==> config.mk <==
export PLATFORM = sky130hd
export DESIGN_NAME = utf8_stream_decoder_rtl_core
export DESIGN_NICKNAME = d
export VERILOG_FILES = /design/src/sv/u8sd_pkg.sv /design/src/sv/utf8_stream_decoder_rtl_core.sv /design/src/sv/u8sd_front.sv /design/src/sv/u8sd_queue.sv /design/src/sv/u8sd_back.sv
export VERILOG_INCLUDE_DIRS = /design/src /design/src/sv
export SDC_FILE = /design/constraint.sdc
export NUM_CORES = 1
export LEC_CHECK = 0
export BUFFER_PORTS_ARGS = -buffer_cell sky130_fd_sc_hd__buf_2
export CORE_ASPECT_RATIO = 1.5
export CORE_MARGIN = 2
export CORE_UTILIZATION = 60
export CTS_BUF_LIST = sky130_fd_sc_hd__clkbuf_8
export DETAILED_ROUTE_END_ITERATION = 10
export GPL_TIMING_DRIVEN = 0
export PLACE_DENSITY = 0.89
export SYNTH_ARGS = -nofsm -noshare
export SYNTH_HDL_FRONTEND = slang
export SYNTH_HIERARCHICAL = 1
export SYNTH_SLANG_ARGS = --single-unit
export TNS_END_PERCENT = 1
==> constraint.sdc <==
create_clock -name clk_i -period 9.4 [get_ports clk_i]
set_input_delay 1.41 -clock clk_i [delete_from_list [all_inputs] [get_ports clk_i]]
set_output_delay 1.41 -clock clk_i [all_outputs]
set_load 0.02 [all_outputs]
==> src/sv/assert_macros.svh <==
// Assertion macros shared by the decoder modules
`ifndef ASSERT_MACROS_SVH
`define ASSERT_MACROS_SVH

// Check that a condition holds at every clock edge out of reset
`define ASSERT_ALWAYS(lbl, cond) \
  lbl: assert property (@(posedge clk_i) disable iff (!rst_ni) (cond)) \
    else $error("assertion failed");

// Check that a condition implies another in the same cycle
`define ASSERT_IMPLIES(lbl, ante, cons) \
  lbl: assert property (@(posedge clk_i) disable iff (!rst_ni) (ante) |-> (cons)) \
    else $error("assertion failed");

// Check that a condition implies another in the next cycle
`define ASSERT_NEXT(lbl, ante, cons) \
  lbl: assert property (@(posedge clk_i) disable iff (!rst_ni) (ante) |=> (cons)) \
    else $error("assertion failed");

`endif

==> src/sv/u8sd_pkg.sv <==
// Shared types, constants and functions of the UTF-8 stream decoder
package u8sd_pkg;

  localparam int unsigned QueueDepth = 4;
  localparam int unsigned CpW        = 21;
  localparam int unsigned CountW     = 3;

  typedef enum logic [1:0] {
    ST_OK       = 2'd0,
    ST_BAD_CONT = 2'd1,
    ST_TRUNC    = 2'd2
  } status_e;

  typedef struct packed {
    logic [CpW-1:0]    code_point;
    logic [CountW-1:0] byte_count;
    status_e           status;
    logic              right_to_left;
    logic              run_last;
  } result_t;

  typedef struct packed {
    logic [1:0] count;
    result_t    res_a;
    result_t    res_b;
  } push_t;

  function automatic logic [2:0] lead_length(input logic [7:0] b);
    logic [2:0] len;
    if (b[7] == 1'b0) begin
      len = 3'd1;
    end else if ((b & 8'hE0) == 8'hC0) begin
      len = 3'd2;
    end else if ((b & 8'hF0) == 8'hE0) begin
      len = 3'd3;
    end else if ((b & 8'hF8) == 8'hF0) begin
      len = 3'd4;
    end else begin
      len = 3'd1;
    end
    return len;
  endfunction

  function automatic logic in_rtl_range(input logic [CpW-1:0] cp);
    return cp inside {[21'h000590 : 21'h0005FF], [21'h000600 : 21'h0006FF],
                      [21'h000750 : 21'h00077F], [21'h0008A0 : 21'h0008FF]};
  endfunction

  function automatic result_t make_result(input logic [CpW-1:0] cp,
                                          input logic [CountW-1:0] count,
                                          input status_e st);
    result_t r;
    r.code_point    = (st == ST_OK) ? cp : '0;
    r.byte_count    = count;
    r.status        = st;
    r.right_to_left = (st == ST_OK) ? in_rtl_range(cp) : 1'b0;
    r.run_last      = 1'b0;
    return r;
  endfunction

endpackage

==> src/sv/utf8_stream_decoder_rtl_core.sv <==
// Top level of the UTF-8 stream decoder
//
// Takes one UTF-8 byte per beat and gives decoded codepoints with byte count,
// status and a right-to-left flag; tlast on a result marks the last result of
// its input byte. A byte is accepted every cycle while the result queue has
// room for two results. Most bytes give at most one result; a bad
// continuation byte can give two, and the single result port then moves one
// result per cycle while the output is not stalled, so sustained input rate is
// one byte per cycle as long as results average no more than one per byte. A
// result is held in the queue (QDEPTH entries, default 4) and then in the
// output register before it appears on the output.
module utf8_stream_decoder_rtl_core #(
  parameter int unsigned QDEPTH = u8sd_pkg::QueueDepth
) (
  input  logic        clk_i,
  input  logic        rst_ni,
  input  logic        s_axis_tvalid_i,
  output logic        s_axis_tready_o,
  input  logic [7:0]  s_axis_tdata_i,   // in_byte[7:0]
  input  logic        s_axis_tlast_i,   // end_of_buffer
  output logic        m_axis_tvalid_o,
  input  logic        m_axis_tready_i,
  output logic [23:0] m_axis_tdata_o,   // code_point[20:0], byte_count[23:21]
  output logic [2:0]  m_axis_tuser_o,   // status[1:0], right_to_left[2]
  output logic        m_axis_tlast_o    // run_last
);

  u8sd_pkg::push_t   push;
  logic              space_ok;
  logic              pop;
  logic              head_valid;
  u8sd_pkg::result_t head;
  u8sd_pkg::result_t out_res;

  u8sd_front u_front (
    .clk_i      (clk_i),
    .rst_ni     (rst_ni),
    .in_valid_i (s_axis_tvalid_i),
    .in_byte_i  (s_axis_tdata_i),
    .in_eob_i   (s_axis_tlast_i),
    .space_ok_i (space_ok),
    .in_ready_o (s_axis_tready_o),
    .push_o     (push)
  );

  u8sd_queue #(
    .QDEPTH (QDEPTH)
  ) u_queue (
    .clk_i        (clk_i),
    .rst_ni       (rst_ni),
    .push_i       (push),
    .space_ok_o   (space_ok),
    .pop_i        (pop),
    .head_valid_o (head_valid),
    .head_o       (head)
  );

  u8sd_back u_back (
    .clk_i        (clk_i),
    .rst_ni       (rst_ni),
    .head_valid_i (head_valid),
    .head_i       (head),
    .pop_o        (pop),
    .out_valid_o  (m_axis_tvalid_o),
    .out_ready_i  (m_axis_tready_i),
    .out_o        (out_res)
  );

  assign m_axis_tdata_o = {out_res.byte_count, out_res.code_point};
  assign m_axis_tuser_o = {out_res.right_to_left, out_res.status};
  assign m_axis_tlast_o = out_res.run_last;

endmodule

==> src/sv/u8sd_front.sv <==
// Front end: accept bytes, track the open sequence and build result beats
`include "assert_macros.svh"

module u8sd_front (
  input  logic            clk_i,
  input  logic            rst_ni,
  input  logic            in_valid_i,
  input  logic [7:0]      in_byte_i,
  input  logic            in_eob_i,
  input  logic            space_ok_i,
  output logic            in_ready_o,
  output u8sd_pkg::push_t push_o
);

  logic [1:0]                pending_q, pending_d;
  logic [2:0]                seqlen_q, seqlen_d;
  logic [u8sd_pkg::CpW-1:0]  acc_q, acc_d;

  logic                      accept;
  logic [2:0]                lead_len;
  logic [u8sd_pkg::CpW-1:0]  lead_acc;
  logic                      lead_emit;
  u8sd_pkg::result_t         lead_res;
  logic [2:0]                received;
  logic [u8sd_pkg::CpW-1:0]  acc_shift;
  logic [1:0]                pend_dec;
  logic                      is_cont;
  logic [1:0]                n;
  u8sd_pkg::result_t         res_a, res_b;

  assign in_ready_o = space_ok_i;
  assign accept     = in_valid_i && space_ok_i;

  always_comb begin
    lead_len  = u8sd_pkg::lead_length(in_byte_i);
    case (lead_len)
      3'd2:    lead_acc = {16'd0, in_byte_i[4:0]};
      3'd3:    lead_acc = {17'd0, in_byte_i[3:0]};
      default: lead_acc = {18'd0, in_byte_i[2:0]};
    endcase
    lead_emit = (lead_len == 3'd1) || in_eob_i;
    lead_res  = (lead_len == 3'd1)
              ? u8sd_pkg::make_result({13'd0, in_byte_i}, 3'd1, u8sd_pkg::ST_OK)
              : u8sd_pkg::make_result('0, 3'd1, u8sd_pkg::ST_TRUNC);
    received  = seqlen_q - {1'b0, pending_q};
    acc_shift = {acc_q[14:0], in_byte_i[5:0]};
    pend_dec  = pending_q - 2'd1;
    is_cont   = (in_byte_i[7:6] == 2'b10);

    res_a     = lead_res;
    res_b     = lead_res;
    n         = 2'd0;
    pending_d = '0;
    seqlen_d  = '0;
    acc_d     = '0;

    if (pending_q != 2'd0 && is_cont) begin
      if (pend_dec == 2'd0) begin
        res_a = u8sd_pkg::make_result(acc_shift, seqlen_q, u8sd_pkg::ST_OK);
        n     = 2'd1;
      end else if (in_eob_i) begin
        res_a = u8sd_pkg::make_result('0, received + 3'd1, u8sd_pkg::ST_TRUNC);
        n     = 2'd1;
      end else begin
        pending_d = pend_dec;
        seqlen_d  = seqlen_q;
        acc_d     = acc_shift;
      end
    end else begin
      if (pending_q != 2'd0) begin
        res_a = u8sd_pkg::make_result('0, received, u8sd_pkg::ST_BAD_CONT);
        n     = lead_emit ? 2'd2 : 2'd1;
      end else begin
        n     = lead_emit ? 2'd1 : 2'd0;
      end
      if (!lead_emit) begin
        pending_d = lead_len[1:0] - 2'd1;
        seqlen_d  = lead_len;
        acc_d     = lead_acc;
      end
    end

    if (n == 2'd1) begin
      res_a.run_last = 1'b1;
    end
    if (n == 2'd2) begin
      res_b.run_last = 1'b1;
    end

    push_o.count = accept ? n : 2'd0;
    push_o.res_a = res_a;
    push_o.res_b = res_b;
  end

  always_ff @(posedge clk_i or negedge rst_ni) begin
    if (!rst_ni) begin
      pending_q <= '0;
      seqlen_q  <= '0;
      acc_q     <= '0;
    end else if (accept) begin
      pending_q <= pending_d;
      seqlen_q  <= seqlen_d;
      acc_q     <= acc_d;
    end
  end

  `ASSERT_NEXT(a_eob_closes, accept && in_eob_i, pending_q == 2'd0)
  `ASSERT_IMPLIES(a_two_after_bad, push_o.count == 2'd2,
                  push_o.res_a.status == u8sd_pkg::ST_BAD_CONT)

endmodule

==> src/sv/u8sd_queue.sv <==
// Result queue between front and back end: up to two pushes, one pop per cycle
`include "assert_macros.svh"

module u8sd_queue #(
  parameter int unsigned QDEPTH = u8sd_pkg::QueueDepth
) (
  input  logic              clk_i,
  input  logic              rst_ni,
  input  u8sd_pkg::push_t   push_i,
  output logic              space_ok_o,
  input  logic              pop_i,
  output logic              head_valid_o,
  output u8sd_pkg::result_t head_o
);

  localparam int unsigned AW = (QDEPTH > 2) ? $clog2(QDEPTH) : 1;
  localparam int unsigned CW = $clog2(QDEPTH + 1);
  localparam logic [AW-1:0] LastIdx = AW'(QDEPTH - 1);
  localparam logic [CW-1:0] SpaceMax = CW'(QDEPTH - 2);
  localparam logic [CW-1:0] DepthC = CW'(QDEPTH);

  u8sd_pkg::result_t mem_q [QDEPTH];
  logic [AW-1:0]     wr_ptr_q, wr_ptr_d, rd_ptr_q, rd_ptr_d;
  logic [CW-1:0]     count_q, count_d;
  logic [AW-1:0]     wr_next, wr_next2;
  logic              do_pop;

  assign wr_next      = (wr_ptr_q == LastIdx) ? '0 : wr_ptr_q + AW'(1);
  assign wr_next2     = (wr_next == LastIdx) ? '0 : wr_next + AW'(1);
  assign head_valid_o = (count_q != '0);
  assign head_o       = mem_q[rd_ptr_q];
  assign space_ok_o   = (count_q <= SpaceMax);
  assign do_pop       = pop_i && head_valid_o;

  always_comb begin
    case (push_i.count)
      2'd1:    wr_ptr_d = wr_next;
      2'd2:    wr_ptr_d = wr_next2;
      default: wr_ptr_d = wr_ptr_q;
    endcase
    rd_ptr_d = do_pop ? ((rd_ptr_q == LastIdx) ? '0 : rd_ptr_q + AW'(1)) : rd_ptr_q;
    count_d  = count_q + CW'(push_i.count) - CW'(do_pop);
  end

  always_ff @(posedge clk_i) begin
    if (push_i.count != 2'd0) begin
      mem_q[wr_ptr_q] <= push_i.res_a;
    end
    if (push_i.count == 2'd2) begin
      mem_q[wr_next] <= push_i.res_b;
    end
  end

  always_ff @(posedge clk_i or negedge rst_ni) begin
    if (!rst_ni) begin
      wr_ptr_q <= '0;
      rd_ptr_q <= '0;
      count_q  <= '0;
    end else begin
      wr_ptr_q <= wr_ptr_d;
      rd_ptr_q <= rd_ptr_d;
      count_q  <= count_d;
    end
  end

  `ASSERT_ALWAYS(a_count_bound, count_q <= DepthC)
  `ASSERT_IMPLIES(a_push_fits, push_i.count != 2'd0, count_q <= SpaceMax)

endmodule

==> src/sv/u8sd_back.sv <==
// Back end: output register that drives the result stream
`include "assert_macros.svh"

module u8sd_back (
  input  logic              clk_i,
  input  logic              rst_ni,
  input  logic              head_valid_i,
  input  u8sd_pkg::result_t head_i,
  output logic              pop_o,
  output logic              out_valid_o,
  input  logic              out_ready_i,
  output u8sd_pkg::result_t out_o
);

  logic              valid_q, valid_d;
  u8sd_pkg::result_t out_q;

  assign pop_o       = head_valid_i && (!valid_q || out_ready_i);
  assign out_valid_o = valid_q;
  assign out_o       = out_q;

  always_comb begin
    if (pop_o) begin
      valid_d = 1'b1;
    end else if (out_ready_i) begin
      valid_d = 1'b0;
    end else begin
      valid_d = valid_q;
    end
  end

  always_ff @(posedge clk_i) begin
    if (pop_o) begin
      out_q <= head_i;
    end
  end

  always_ff @(posedge clk_i or negedge rst_ni) begin
    if (!rst_ni) begin
      valid_q <= 1'b0;
    end else begin
      valid_q <= valid_d;
    end
  end

  `ASSERT_NEXT(a_pop_loads, pop_o, valid_q)

endmodule

==> impl_results.md <==
- Outcome: finished, final reports clean
- Arr. time, crit path: 5340 ps
- Post-CTS setup buffers: 0
- Vias/cell: approximately 5.9
- WP data required: 9620 ps
- Leakage: between 3 and 4 nW
- Seq/Total Area, Yosys: 57.3%
- Mean Syn Cell Area: ~15 um^2
- DR vias: ~5,100
- Diode count: 0
- Total Routed Length: about 18,000 um
- DRC viols: 0
- Synth area leaders: edfxtp_1 (49%), mux2_2 (15%), dfrtp_1 (8.2%)
- Clock sink count: around 170
- Least-Margin Pin Slew: 824 ps
- Endpoint class of the critical path: flop
- Fmax: about 200 MHz
- Total power: between 2 and 3 mW
- Wire per inst: ~21 um
- Family with the most delay on the worst path: buffers and inverters
- Area delta synth->final: 13.1%
- Startpoint class of the critical path: input pin
- Starting DRT DRC Count: between 300 and 400
- WP buf/inv: 8
- DR pass1 iterations: 7
- Power per cell area: ~270 nW/um^2
- Core area: approximately 14,000 um^2
- Fin crit share: a little over half
- Cts bufs inserted: 17
- Most common cell after layout, fill and taps aside: edfxtp_1
- Largest net degree at the start of global routing: 30
- Compound-Gate Fraction of Synth Area: 4.56%
- Post-CTS sizing: 0
- Inst Count DP: about 830
- GRT Overall Usage: about a quarter
- Clock tree from TritonCTS: done
- Mapped Cells: ~570
- Placer Congestion: 0.896
- Critical Path Max Stage Delay: around 400 ps
- Setup tns final: 0 ps
- Final Hold Fails: 0
- Max-cap violations: 0
- Reg area: 4900 um^2
- Worst-path cell chain: buf_2 -> nand3b_1 -> a21oi_1 -> inv_1 -> ha_1 -> o21a_1 -> buf_2 -> inv_1 -> nand2_1 -> ha_1 -> nor2_1 -> nor2_1 -> inv_1 -> ha_1 -> nand2_1 -> buf_6 -> buf_6 -> o21ai_4 -> buf_16
- Post-synth EDFFs: 140
- Seq cells post-synth: between 150 and 200
- Clock Path Buffers: 2
- Vias in the first global route: 5,387
- Top FF cell, synth: edfxtp_1
- Synth Area in Simple Gates: under 10%
- Crit Path Max Fanout: 15
- FILL cells: 878
- Worst vdd ir: approximately 170 uV
- Initial antenna violation count: 0
- I/O pins: 43
- Congestion Overflow GR: 0
- Adder-Cell Fraction of Synth Area: 3.54%
- Worst-Skew Late Latency: roughly 460 ps
- Min-delay worst type: reg -> reg
- Most frequent cells in the layout: edfxtp_1 (140), mux2_2 (114), buf_2 (52)
- Cell at the slowest stage of the critical path: a21oi_1
- Root Driver: clkbuf_8
- Synth warn: 6
- RSZ-0062 raised after global routing: false
- Min Clock Period, post-route: 5120 ps
- Post-Syn Area: 8560 um^2
- First-pass GRT wire length: ~29,000 um
- Mux cell area share after synthesis: between 20% and 30%
- Clk_skew: roughly 11 ps
- Post-CTS Hold Buffers: 0
- Cell variety after synth: 52
- Die width: just over 100 um
- Final setup margin: between 4000 and 5000 ps
- Clock-pin slew on the worst setup and hold paths: about 90 ps
- Multi-input logic area: 3310 um^2
- Final Non-Filler Cells: 858
- Row count: 53
- Final HPWL DP: around 12,000 um
- Fin nets: 689
- Synth async-reset ratio: 16.7%
- Routed Antenna Nets: 0
- Dpl ws: 3880 ps
- Largest family of logic cells by synthesized area: multiplexers
- # setup viols final: 0
- Layout cells sized above 1: approximately two fifths
- Synth Area in XOR/XNOR: less than 1%
- Slew headroom: between 40% and 50%
- Synth top area share: between 40% and 50%
- Clock H-tree levels: 4
- Initial Util: about three fifths
- Die ar.: ~15,000 um^2
- Die Span Y: approximately 150 um
- I/O Buffers: 41
- Crit Path Class: in -> reg
- Final Util: between 60% and 70%
- Slew Limit Fails: 0
- Leading area contributor after synthesis: edfxtp_1
-- cells in the mapped netlist (2+ instances only) --
library cell,n
edfxtp_1,140
mux2_2,114
nand2_1,36
dfrtp_1,28
inv_1,28
mux4_2,28
ha_1,21
buf_4,19
and2_1,16
and3_1,15
o21ai_0,13
a21oi_1,11
buf_2,11
buf_6,10
o21ai_1,10
nor2_1,8
clkbuf_1,6
xnor2_1,5
a22o_1,4
nor3_1,4
nand2b_1,3
nor3b_1,3
nor4_1,3
o31ai_1,3
a21o_1,2
conb_1,2
fa_1,2
nand4_1,2
o211ai_1,2
or3_1,2
-- layout make-up --
| cell class | count | area share [%] |
|---|---|---|
| sequential | 168 | 50.6 |
| multi-input combinational | 346 | 34.2 |
| buffer | 47 | 3.58 |
| timing repair buffer | 45 | 3.26 |
| tap | 192 | 2.48 |
| clock buffer | 17 | 2.42 |
| clock inverter | 15 | 2.34 |
| inverter | 28 | 1.09 |
-- power breakdown --
part | switching, mW | internal, mW
combinational | 0.543 | 0.411
clock | 0.291 | 0.303
sequential | 0.0622 | 1.05
-- routing by layer --
| metal | wire, um | track usage [%] | up-vias |
|---|---|---|---|
| li1 | - | - | 2311 |
| met1 | 6830 | 29.9 | 2555 |
| met2 | 10100 | 44.6 | 166 |
| met3 | 773 | 4.36 | 42 |
| met4 | 552 | 14.1 | 0 |
| met5 | 0 | 0 | - |
-- cell families (layout without fill, tap and decap cells) --
kind of cell,count (synthesis),after routing
AOI/OAI and AO/OA,56,56
xor gates and xnor gates,5,5
adders and majority gates,23,23
buffers and inverters,75,152
DFF,168,168
muxes,142,142
other,2,18
and+or+nand+nor,102,102
-- state kept, by name, summed over array words and instances, names as in the netlist --
name	count
u_back/out_o	28
u_back/out_valid_o	1
u_front/acc_q	15
u_front/pending_q	2
u_front/seqlen_q	3
u_queue/count_q	3
u_queue/mem_q	112
u_queue/rd_ptr_q	2
u_queue/wr_ptr_q	2
-- stage by stage --
stage | hold slack [ps] | cell area, um^2
after floorplan | 461 | 8620
after global routing | 537 | 9690
final | 505 | 9690
after detailed placement | 489 | 9220
after CTS | 507 | 9680
after global placement | 479 | 9070
-- final timing paths --
kind | depth (start not counted) | from | endpoint | slack [ps]
min in group asynchronous | 1 | rst_ni | u_front/pending_q[1] | 960
worst max register to register | 15 | u_front/pending_q[0] | u_queue/mem_q[2][1] | 5520
max in group asynchronous | 1 | rst_ni | u_front/acc_q[1] | 8010
worst min register to register | 1 | u_queue/count_q[2] | u_queue/count_q[2] | 500
worst max-delay path | 19 | s_axis_tdata_i[5] | u_queue/mem_q[2][1] | 4280
worst min-delay path | 1 | u_queue/count_q[2] | u_queue/count_q[2] | 500
(Power assumes the default switching activity.)
